==> src/hw/rtl/point_cloud_elevation_grid_core_defines.svh <==
// Assertion helpers for the elevation grid core.
`ifndef POINT_CLOUD_ELEVATION_GRID_CORE_DEFINES_SVH
`define POINT_CLOUD_ELEVATION_GRID_CORE_DEFINES_SVH

// same-cycle implication
`define PCEG_ASSERT_IMP(label, ante, cons, msg) \
    label: assert property (@(posedge clk) disable iff (!rst_n) (ante) |-> (cons)) \
        else $error(msg);

// next-cycle implication
`define PCEG_ASSERT_NXT(label, ante, cons, msg) \
    label: assert property (@(posedge clk) disable iff (!rst_n) (ante) |=> (cons)) \
        else $error(msg);

`endif

==> src/hw/rtl/pceg_pkg.sv <==
`timescale 1ns / 1ps
package pceg_pkg;

    localparam int MUL_A_W = 35;
    localparam int MUL_B_W = 25;
    localparam int MUL_P_W = 60;
    localparam int ACC_W   = 61;
    localparam int ADDR_W  = 5;

    localparam logic [1:0] KIND_FRAME = 2'd0;
    localparam logic [1:0] KIND_POINT = 2'd1;
    localparam logic [1:0] KIND_READ  = 2'd2;

    localparam logic [2:0] REG_MIN_RANGE = 3'd0;
    localparam logic [2:0] REG_MAX_RANGE = 3'd1;
    localparam logic [2:0] REG_H_OFFSET  = 3'd2;
    localparam logic [2:0] REG_H_FLOOR   = 3'd3;
    localparam logic [2:0] REG_H_CEIL    = 3'd4;
    localparam logic [2:0] REG_CELL_SIZE = 3'd5;
    localparam logic [2:0] REG_ROBOT     = 3'd6;

    typedef struct packed {
        logic [1:0]         kind;
        logic signed [23:0] x_value;
        logic signed [23:0] y_value;
        logic signed [23:0] z_value;
        logic signed [15:0] quat_w;
        logic signed [15:0] quat_x;
        logic signed [15:0] quat_y;
        logic signed [15:0] quat_z;
        logic [5:0]         cell_row;
        logic [5:0]         cell_col;
    } item_t;

    typedef struct packed {
        logic               cell_valid;
        logic signed [23:0] cell_height_mm;
        logic [7:0]         updater_id;
    } result_t;

    typedef struct packed {
        logic               valid;
        logic [7:0]         updater;
        logic signed [23:0] height;
    } cell_t;

    typedef enum logic [3:0] {
        ST_IDLE,
        ST_CLEAR,
        ST_MAT,
        ST_RANGE,
        ST_ROT,
        ST_BIN,
        ST_DIV,
        ST_RD,
        ST_WR,
        ST_RDOUT
    } state_t;

endpackage

==> src/hw/rtl/pceg_mul.sv <==
`timescale 1ns / 1ps
module pceg_mul
    import pceg_pkg::*;
(
    input  logic                      clk,
    input  logic signed [MUL_A_W-1:0] a,
    input  logic signed [MUL_B_W-1:0] b,
    output logic signed [MUL_P_W-1:0] p
);

    logic signed [MUL_P_W-1:0] p_reg;

    always_ff @(posedge clk)
    begin
        p_reg <= a * b;
    end

    assign p = p_reg;

endmodule

==> config.mk <==
export PLATFORM = sky130hd
export DESIGN_NAME = pceg_mul
export DESIGN_NICKNAME = d
export VERILOG_FILES = /design/src/hw/rtl/point_cloud_elevation_grid_core_defines.svh /design/src/hw/rtl/pceg_pkg.sv /design/src/hw/rtl/pceg_mul.sv
export SDC_FILE = /design/constraint.sdc
export NUM_CORES = 2
export LEC_CHECK = 0
export ABC_CLOCK_PERIOD_IN_PS = 21400
export BUFFER_PORTS_ARGS = -buffer_cell sky130_fd_sc_hd__buf_2
export CAP_MARGIN = 20
export CORE_MARGIN = 1
export CORE_UTILIZATION = 40
export DETAILED_ROUTE_END_ITERATION = 6
export PLACE_DENSITY = 0.67
export SLEW_MARGIN = 20
export SYNTH_ARGS = -nofsm -noshare
export SYNTH_HDL_FRONTEND = slang
export SYNTH_SLANG_ARGS = --single-unit
==> constraint.sdc <==
create_clock -name clk -period 21.4 [get_ports clk]
set_input_delay 3.21 -clock clk [delete_from_list [all_inputs] [get_ports clk]]
set_output_delay 3.21 -clock clk [all_outputs]
set_load 0.01 [all_outputs]
* After elaboration in Yosys (flattened, before gate mapping)
Index checks and enable logic that the tools add are counted.
Storage, ports and cells: input port bits 61, register bits after elaboration 60
Operators by class: $mul 1
Operator list (count):
- multiplier 35 x 25 -> 60 bit | 1

* Logic depth before layout (Yosys ltp)
depth in word-level cells 1, depth in mapped cells 27

* Least setup slack after synthesis
No wires, ideal clock.
path type input to register, from input b[4], to register p_reg[49] (netlist: p[49]), data required time 21.279 ns, setup slack 11.773 ns, arrival time 9.505 ns, library setup time 0.121 ns, buffers on the path 3, stages 26, path through clkbuf_1 clkbuf_1 nand2_1 fa_1 inv_1 fa_1 inv_1 fa_1 fa_1 inv_1 fa_1 fa_1 inv_1 fa_1 inv_1 ha_1 buf_4 a21o_1 o21bai_2 o21bai_1 a2111oi_2 o31ai_2 nor4_4 o41ai_4 mux2i_1 nand2_1
Between the ends: longest elaborated chain between the ends 1
RTL lines:
- from (decl) | line pceg_mul.sv:7 | input logic signed [MUL_B_W-1:0] b,
- multiplier 35 x 25 -> 60 bit | line pceg_mul.sv:15 | p_reg <= a * b;
- to (signal assigned) | line pceg_mul.sv:15
- to (decl) | line pceg_mul.sv:11 | logic signed [MUL_P_W-1:0] p_reg;
Every way passes these cells.

* Final worst setup path
from input b[24], to register p_reg[53] (netlist: p[53])
The elaborated chain is that of the path after synthesis.

==> flow_summary.ini <==
[critical_path]
start_kind = input pin
crit_path_end_kind = register
crit_fanout = 27
crit_type = in -> reg
path_cells = buf_2, clkinv_1, nor2_1, fa_1, fa_1, fa_1, fa_1, fa_1, fa_1, inv_1, fa_1, inv_1, ha_1, a21oi_1, o21ai_0, nor2_1, and3_1, o211a_1, nor4_4, o41ai_4, o311ai_1
path_common_cell = fa_1
critPathBufInv = 4
cpPeakStageDelay_ns = 0.88
slowest_stage = clkinv_1
cp.required_ns = 21.68
path_delay_family = adder cells
arrival_ns = 11.19

[logic_synthesis]
yosys.area.top_type = fa_1
ys_ff_latch = 60
synth_most_common_cell = fa_1
synth.distinct_cells = 61
syn-instance-count = 3413
syn-cell-area_um2 = 31900
ys_seq_area_share_pct = 3.77
synth_top_area_share_pct = 55.8
syn-num-nets = 4523
yosys-top-cells-count = fa_1 (888), inv_1 (872), nand2_1 (443)
yosys_warnings = 0
synth_top_cells_by_area = fa_1 (56%), inv_1 (10%), and2_1 (8.6%)
ys.flop_type = dfxtp_1
synth-edff-count = 0
syn_area_per_cell_um2 = 9.33
async_reset_ff_share_pct = 0

[cells_and_area]
drive_gt1_share_pct = 4.84
final_area_um2 = 33400
diodes = 0
fin_nets = 4492
largest_reg_flops = 60
area_growth_pct = 4.99
final.fill_count = 7741
finalNonFillerCells = 4437

[status]
outcome = finished, violations left
failed_checks = design-rule violations

[global_routing]
grt_max_degree = 36
grt_pass1_vias = 24633
grt_pass1_wl_mm = 138
gr-total-overflow = 0
grt_usage_pct = 22.0
antenna_found_initial = 8

[routing]
avgViaCountPerCell = 5.03
drc = 2
dr.pass1.iters = 7
dr.first_iter.drc_count = 1423
drt_wl_total_mm = 83.4
final_antenna_net_count = 0
wl_per_cell_um = 18.8
vias = 22300

[clock_tree]
cts_hold_buf = 0
numCtsBuffers = 9
cts.path.max_buffers = 2
cts_tree = yes
post_cts_buffers = 0
htree_levels = 3
cts_resized = 0
cts_root_buf = clkbuf_16
clock_sinks = 60
clk_pin_slew_ns = 0.06

[timing]
setup_slack_ns = 10.48
min_period_ns = 10.92
worstMarginPinSlew_ns = 1.03
min_period_over_period_pct = 51.0
fmax_ghz = 0.0916
finalSetupViolCount = 0
tns_ns = 0
hold_viol = 0
rsz0062_at_grt = false
drv_slew = 0
slew-limit-headroom_pct = 31.2

[placed_design]
gp_congestion = 0.941
dp_cells = 4421
io_buffers = 120
hpwl_mm = 65.0
dp_slack_ns = 10.17
dpl_cell_area_um2 = 33200

[floorplan]
rows = 103
dieArea_um2 = 80800
die_x_um = 284
core_um2 = 78900
die_h_um = 284
initial_core_util_pct = 40.4
io_pins = 121

[job]
maxCapViolCount = 0

[hold_path]
hold_path_class = in -> reg
-- worst paths after layout --
check | from | to | slack (ns) | depth (start not counted)
worst max-delay path | b[24] | p[53] | 10.48 | 21
worst min-delay path | a[0] | p[0] | 3.43 | 3
-- stage by stage --
stage | utilization (%) | hold slack [ns]
finish | 42.4 | 3.43
CTS | 42.4 | 3.40
detailed placement | 42.1 | 3.60
global placement | 42.1 | 3.61
floorplan | - | 3.33
global route | 42.4 | 3.42
-- routing by layer --
metal	global-route usage [%]	vias up	routed length, um
met5	0	-	78
met4	6.26	12	2390
met3	2.71	159	4940
met2	37.9	727	42000
met1	28.9	11755	34000
li1	-	9647	-
-- cell usage in the layout, fill, tap and decap left out, drive strengths merged, types with 11 or more instances in the layout --
cell type / netlist / layout
a211oi: 11 / 11
o21bai: 15 / 15
a21oi: 55 / 55
buf: 13 / 128
fa: 888 / 888
xnor2: 44 / 44
nor2: 53 / 53
ha: 161 / 161
nand3: 16 / 16
o21ai: 37 / 37
and2: 437 / 437
xor2: 18 / 18
dfxtp: 60 / 60
nand2: 443 / 443
a21o: 26 / 26
nand2b: 13 / 13
inv: 872 / 873
nor3: 11 / 11
-- layout make-up --
cell class | count | area (um^2) | share of cell area, %
multi-input combinational | 2310 | 26700 | 79.9
clock inverter | 7 | 51.3 | 0.153
tap | 1050 | 1310 | 3.93
sequential | 60 | 1200 | 3.59
timing repair buffer | 128 | 661 | 1.98
inverter | 873 | 3280 | 9.80
clock buffer | 9 | 225 | 0.673
-- logic make-up (layout without fill, tap and decap cells) --
group           count (synthesis)  after routing  synth area share, %
compound gates                192            192                 4.16
xor+xnor                       62             62                 1.70
fa+ha+maj                    1049           1049                 62.1
buf+inv                      1043           1017                 12.4
flops                          60             60                 3.77
mux                             1              1               0.0314
simple gates                 1006           1006                 15.9
Power is left out: the tool's default activity adds up to more than one toggle a clock period on the data nets, which glitch-free logic cannot reach.
