--- config.mk ---
export PLATFORM = sky130hd
export DESIGN_NAME = pceg_div
export DESIGN_NICKNAME = d
export VERILOG_FILES = /design/src/hw/rtl/point_cloud_elevation_grid_core_defines.svh /design/src/hw/rtl/pceg_pkg.sv /design/src/hw/rtl/pceg_div.sv
export SDC_FILE = /design/constraint.sdc
export NUM_CORES = 1
export LEC_CHECK = 0
export ABC_AREA = 0
export CAP_MARGIN = 20
export CORE_MARGIN = 2
export CORE_UTILIZATION = 50
export CTS_CLUSTER_DIAMETER = 40
export DETAILED_ROUTE_END_ITERATION = 8
export DONT_BUFFER_PORTS = 1
export MAX_ROUTING_LAYER = met4
export PLACE_DENSITY = 0.68
export SLEW_MARGIN = 20
export SYNTH_ARGS = -nofsm -noshare
export SYNTH_HDL_FRONTEND = slang
export SYNTH_SLANG_ARGS = --single-unit
--- constraint.sdc ---
create_clock -name clk -period 6.32 [get_ports clk]
set_input_delay 1.264 -clock clk [delete_from_list [all_inputs] [get_ports clk]]
set_output_delay 1.264 -clock clk [all_outputs]
set_load 0.02 [all_outputs]
--- src/hw/rtl/point_cloud_elevation_grid_core_defines.svh ---
// Assertion helpers for the elevation grid core.
`ifndef POINT_CLOUD_ELEVATION_GRID_CORE_DEFINES_SVH
`define POINT_CLOUD_ELEVATION_GRID_CORE_DEFINES_SVH

// same-cycle implication
`define PCEG_ASSERT_IMP(label, ante, cons, msg) \
    label: assert property (@(posedge clk) disable iff (!rst_n) (ante) |-> (cons)) \
        else $error(msg);

// next-cycle implication
`define PCEG_ASSERT_NXT(label, ante, cons, msg) \
    label: assert property (@(posedge clk) disable iff (!rst_n) (ante) |=> (cons)) \
        else $error(msg);

`endif

--- src/hw/rtl/pceg_pkg.sv ---
`timescale 1ns / 1ps
package pceg_pkg;

    localparam int MUL_A_W = 35;
    localparam int MUL_B_W = 25;
    localparam int MUL_P_W = 60;
    localparam int ACC_W   = 61;
    localparam int ADDR_W  = 5;

    localparam logic [1:0] KIND_FRAME = 2'd0;
    localparam logic [1:0] KIND_POINT = 2'd1;
    localparam logic [1:0] KIND_READ  = 2'd2;

    localparam logic [2:0] REG_MIN_RANGE = 3'd0;
    localparam logic [2:0] REG_MAX_RANGE = 3'd1;
    localparam logic [2:0] REG_H_OFFSET  = 3'd2;
    localparam logic [2:0] REG_H_FLOOR   = 3'd3;
    localparam logic [2:0] REG_H_CEIL    = 3'd4;
    localparam logic [2:0] REG_CELL_SIZE = 3'd5;
    localparam logic [2:0] REG_ROBOT     = 3'd6;

    typedef struct packed {
        logic [1:0]         kind;
        logic signed [23:0] x_value;
        logic signed [23:0] y_value;
        logic signed [23:0] z_value;
        logic signed [15:0] quat_w;
        logic signed [15:0] quat_x;
        logic signed [15:0] quat_y;
        logic signed [15:0] quat_z;
        logic [5:0]         cell_row;
        logic [5:0]         cell_col;
    } item_t;

    typedef struct packed {
        logic               cell_valid;
        logic signed [23:0] cell_height_mm;
        logic [7:0]         updater_id;
    } result_t;

    typedef struct packed {
        logic               valid;
        logic [7:0]         updater;
        logic signed [23:0] height;
    } cell_t;

    typedef enum logic [3:0] {
        ST_IDLE,
        ST_CLEAR,
        ST_MAT,
        ST_RANGE,
        ST_ROT,
        ST_BIN,
        ST_DIV,
        ST_RD,
        ST_WR,
        ST_RDOUT
    } state_t;

endpackage

--- src/hw/rtl/pceg_div.sv ---
`timescale 1ns / 1ps
module pceg_div
    import pceg_pkg::*;
#(
    parameter int QW = 6,
    parameter int DW = 23
) (
    input  logic          clk,
    input  logic          load,
    input  logic          step,
    input  logic [DW-1:0] num_a,
    input  logic [DW-1:0] num_b,
    input  logic [16:0]   den,
    output logic [QW-1:0] q_a,
    output logic [QW-1:0] q_b
);

    // restoring division, one quotient bit per step, two lanes share the divisor
    logic [DW-1:0] rem_a_reg, rem_b_reg, dsh_reg;
    logic [QW-1:0] q_a_reg, q_b_reg;
    logic          ge_a, ge_b;

    assign ge_a = rem_a_reg >= dsh_reg;
    assign ge_b = rem_b_reg >= dsh_reg;

    always_ff @(posedge clk)
    begin
        if (load)
        begin
            rem_a_reg <= num_a;
            rem_b_reg <= num_b;
            dsh_reg   <= DW'(den) << (QW - 1);
            q_a_reg   <= '0;
            q_b_reg   <= '0;
        end
        else if (step)
        begin
            rem_a_reg <= ge_a ? rem_a_reg - dsh_reg : rem_a_reg;
            rem_b_reg <= ge_b ? rem_b_reg - dsh_reg : rem_b_reg;
            q_a_reg   <= QW'({q_a_reg, ge_a});
            q_b_reg   <= QW'({q_b_reg, ge_b});
            dsh_reg   <= dsh_reg >> 1;
        end
    end

    assign q_a = q_a_reg;
    assign q_b = q_b_reg;

endmodule

# After elaboration in Yosys (flattened, before gate mapping)

Index checks and enable logic that the tools add are counted.

Register bits: 80
Output and inout port bits: 12
Logic and storage cells: 23

$add $sub $neg: 2
Order comparisons: 2
Mux-type cells: 8
Reductions and logical operators: 5

Operators with widths:

| cell                           | number |
|---|---|
| two-way mux 23 bit             | 6 |
| >= comparator 23 x 22 -> 1 bit | 2 |
| subtractor 23 x 22 -> 23 bit   | 2 |
| two-way mux 22 bit             | 2 |
| nonzero test 2 bit             | 3 |
| AND reduction 2 bit            | 2 |

# Longest topological paths before layout

Depth in word-level cells: 4
Mapped depth: 11
Depth with buffers taken out: 11

# Worst setup path before layout

OpenSTA, ideal clock, no wires.

Path type: reg2reg
Start: reg dsh_reg[8]
End: reg rem_b_reg[0], enable pin
Arrival: 3.442 ns
Data required time: 5.885 ns
Slack: 2.443 ns
Stages on the path, launching flop included: 10
Buffers on the path: 0
Cells stage by stage: edfxtp_1 inv_1 ha_1 and4_1 and3_1 o311ai_4 a31oi_1 nand2b_4 a31oi_1 o21ai_0

Longest elaborated chain between the ends: 3

Ends and longest elaborated chain:

| what                           | line           | text |
|---|---|---|
| from (decl)                    | pceg_div.sv:19 | `logic [DW-1:0] rem_a_reg, rem_b_reg, dsh_reg;` |
| from (signal assigned)         | pceg_div.sv:32 | `dsh_reg <= DW'(den) << (QW - 1);` |
| from (signal assigned)         | pceg_div.sv:42 | `dsh_reg <= dsh_reg >> 1;` |
| >= comparator 23 x 22 -> 1 bit | pceg_div.sv:24 | `assign ge_b = rem_b_reg >= dsh_reg;` |
| nonzero test 2 bit (no line)   | n/a            |  |
| AND reduction 2 bit (no line)  | n/a            |  |
| to (signal assigned)           | pceg_div.sv:31 | `rem_b_reg <= num_b;` |
| to (signal assigned)           | pceg_div.sv:39 | `rem_b_reg <= ge_b ? rem_b_reg - dsh_reg : rem_b_reg;` |
| to (decl)                      | pceg_div.sv:19 |  |

Every way passes these cells.
A chain may end at the register's enable or synchronous reset.

# Worst setup path in the final report

Start: reg dsh_reg[8]
End: reg rem_b_reg[5], enable pin

The elaborated chain is that of the path after synthesis.

==> results by group <==
Route
  – Final ANT Viol Nets: 0
  – Starting DRC count in detailed routing: slightly below 300
  – Drt first pass iters: 5
  – Via density: 6.06
  – DRT Wirelength: about 14 mm
  – Drt wl/cell: 18.6 um
  – Via count: 4489
  – Residual DRC: 0

Timing
  – Final Max Tran Viols: 0
  – RSZ-0062 raised after global routing: false
  – Final period util: 49.6%
  – Max Clock Skew: approximately 0.014 ns
  – Slew HR: 42.1%
  – Final Hold Viols: 0
  – Tmin final: roughly 3.1 ns
  – Worst-Margin Slew: just under 0.9 ns
  – Max Fclk: 319 MHz
  – Min Hold Slack: roughly 0.54 ns
  – Final setup vio count: 0
  – TNS Setup: 0 ns
  – Final worst-path setup slack: approximately 3.2 ns

Outcome
  – Outcome: complete, no violations

Placed design
  – Final HPWL DP: approximately 10 mm
  – Port buffer count: 0
  – Dpl ws: 3.20 ns
  – Final Wtd Congestion: 0.946

Worst setup path
  – CP Buf/Inv Count: 2
  – Reg2Reg Setup Slack: 3.18 ns
  – Crit end category: flop
  – Crit path arrival time: between 3 and 4 ns
  – CP Cell Sequence: inv_1 > ha_1 > and4_1 > and3_1 > o311ai_4 > a31oi_1 > nand2b_4 > a31oi_1 > o21ai_2 > buf_4
  – WP data required: 6.37 ns
  – Critical Path Fanout Max: 15
  – CP top delay family: compound AO/OA/AOI/OAI gates
  – Worst setup SP type: flop
  – Crit path kind: reg2reg
  – Crit-path max cell delay: 0.43 ns
  – CP max-delay cell: o21ai_2
  – Most used cell, CP: a31oi_1

Floorplan
  – Die ar.: 0.0121 mm2
  – Die W: 110 um
  – Core Box Area: 0.0109 mm2
  – Ports: 78
  – Initial core utilization: approximately half
  – Site Rows: 38
  – DIE HEIGHT: 110 um

Synthesis
  – Adder-Cell Fraction of Synth Area: between 10% and 20%
  – Yosys warns: 0
  – Post-synth EDFFs: 63
  – Post-synthesis instance area: about 0.0056 mm2
  – Netlist cell types: 61
  – Most common cell in the netlist: nand2_1
  – Top post-synthesis cells by area: edfxtp_1 34%, ha_1 9.8%, dfxtp_1 6.1%, nand2_1 4.8%, o21ai_0 4.8%
  – Synth top area share: roughly a third
  – Post-synthesis xor/xnor area fraction: 4.68%
  – Largest family of logic cells by synthesized area: compound AO/OA/AOI/OAI gates
  – Syn nets: around 720
  – Register area share after synthesis: 39.7%
  – Async SR Flop Fraction: 0%
  – Top cells by count, synth: 72 x nand2_1, 63 x edfxtp_1, 54 x o21ai_0
  – Yosys top cell by area: edfxtp_1
  – Mux cell area share after synthesis: 3.45%
  – Synth Area in Compound Gates: 23.2%
  – Seq cells post-synth: 80
  – Post-Synth Simple-Gate Area: 13.9%
  – Syn avg cell area: slightly above 9 um2
  – Top FF cell, synth: edfxtp_1
  – Mapped Cells: 606

Finish
  – Final net count: 708
  – Filler cells: 992
  – Area Growth Syn to Fin: 5.48%
  – Inserted Diodes: 0
  – Share of cells above drive strength 1: 5.16%
  – Multi-input gate area in the final layout: 0.00315 mm2
  – Util after Layout: between 50% and 60%
  – Sequential cell area: 0.00223 mm2

Global routing
  – Met1 Use GR: 30.9%
  – Met2 Usage GRT: around two fifths
  – Grt peak-use layer: met2
  – Global-route wire length before repair: 21.5 mm
  – Met3 usage: 4.47%
  – Vias in the first global route: between 4000 and 5000
  – Largest net degree at the start of global routing: 130
  – All-Layer GR Usage: 24.2%
  – Initial antenna violation count: 0
  – GRT overflow: 0

Power and ir drop
  – Peak supply drop: 0.167 mV
  – Logic pwr share: 54.3%
  – Sw Ratio: 41.8%
  – Leakage: roughly 0.0024 uW
  – Cell-internal power: 1540 uW
  – Net switching power: approximately 1100 uW
  – Clock power share: 14.4%
  – PD cells: around 450 mW/mm2
  – Sequential power share: 31.4%
  – Total chip power: approximately 2600 uW

Job
  – Maxcap violations: 0

CTS
  – Root buf cell: clkbuf_8
  – CTS Buf Count: 9
  – TritonCTS clock tree: built
  – Post-CTS setup buffer count: 0
  – Max clock buf depth: 2
  – PostCTS Resize Cnt: 0
  – Hold bufs inserted after CTS: 0
  – Total clock sinks: 80
  – H-tree depth: 3
  – Clock Latency Late Sink: around 0.37 ns
  – Clock-pin slew on the worst setup and hold paths: 0.08 ns

Worst hold path
  – Worst hold path type: reg2reg
## cells by family after synthesis
kind of cell | after synthesis
muxes | 19
xor gates and xnor gates | 30
buffers and inverters | 66
and+or+nand+nor | 168
DFF | 80
adders and majority gates | 46
AOI/OAI and AO/OA | 197
## stage by stage
step,std cells,area [um2]
6_report,741,5920
5_1_grt,741,5920
4_1_cts,741,5920
3_5_place_dp,725,5740
3_3_place_gp,725,5740
2_1_floorplan,606,5620
## area by class of cell
class	instances	share of cell area (%)
clock buffers	11	2.22
clock inverters	5	0.971
inverters	43	2.72
multi-input cells	460	53.2
flip-flops and latches	80	37.7
well taps	140	2.96
repair buffers	2	0.253
## metal layers
metal,routed length (um),part of all wire (%)
met5,0,0
met4,284,2.1
met3,778,5.7
met2,6390,46
met1,6300,46
## worst register-to-register path: stages (launching register included)
cell and delay, ns:
edfxtp_1 0.38, inv_1 0.07, ha_1 0.37, and4_1 0.24
and3_1 0.23, o311ai_4 0.12, a31oi_1 0.27, nand2b_4 0.20
a31oi_1 0.14, o21ai_2 0.43, buf_4 0.35
## power by group through the flow
stage                     Combinational, uW  Sequential, uW  Clock, uW
final                                  1440             831        381
after global routing                   1600             844        411
after CTS                              1430             832        388
after detailed placement               1410             844          0
after global placement                 1390             839          0
after floorplan                        1150             821          0
## layout by cell type, fill, tap and decap left out, drive strengths merged, types with 3 or more instances in the layout
cell       n
a211oi     4
a21o      16
a21oi     50
a22o      12
a31oi      5
and2       6
and3       4
clkbuf    11
clkinvlp   3
dfxtp     17
edfxtp    63
ha        44
inv       42
mux2       3
mux2i     16
nand2     72
nand2b     3
nand3      7
nand4     11
nor2      38
nor2b      4
nor3      10
nor3b      4
o211ai     7
o21a       7
o21ai     54
o21bai     7
o31a       3
o31ai     13
xnor2     22
xor2       8
## path summary, 6_finish.rpt
kind / cells past startpoint / endpoint / startpoint
max: 10 / rem_b_reg[5] / dsh_reg[8]
min: 2 / dsh_reg[1] / dsh_reg[1]
max reg2reg: 10 / rem_b_reg[5] / dsh_reg[8]
min reg2reg: 2 / dsh_reg[1] / dsh_reg[1]
Power figures use the tool's default switching activity.
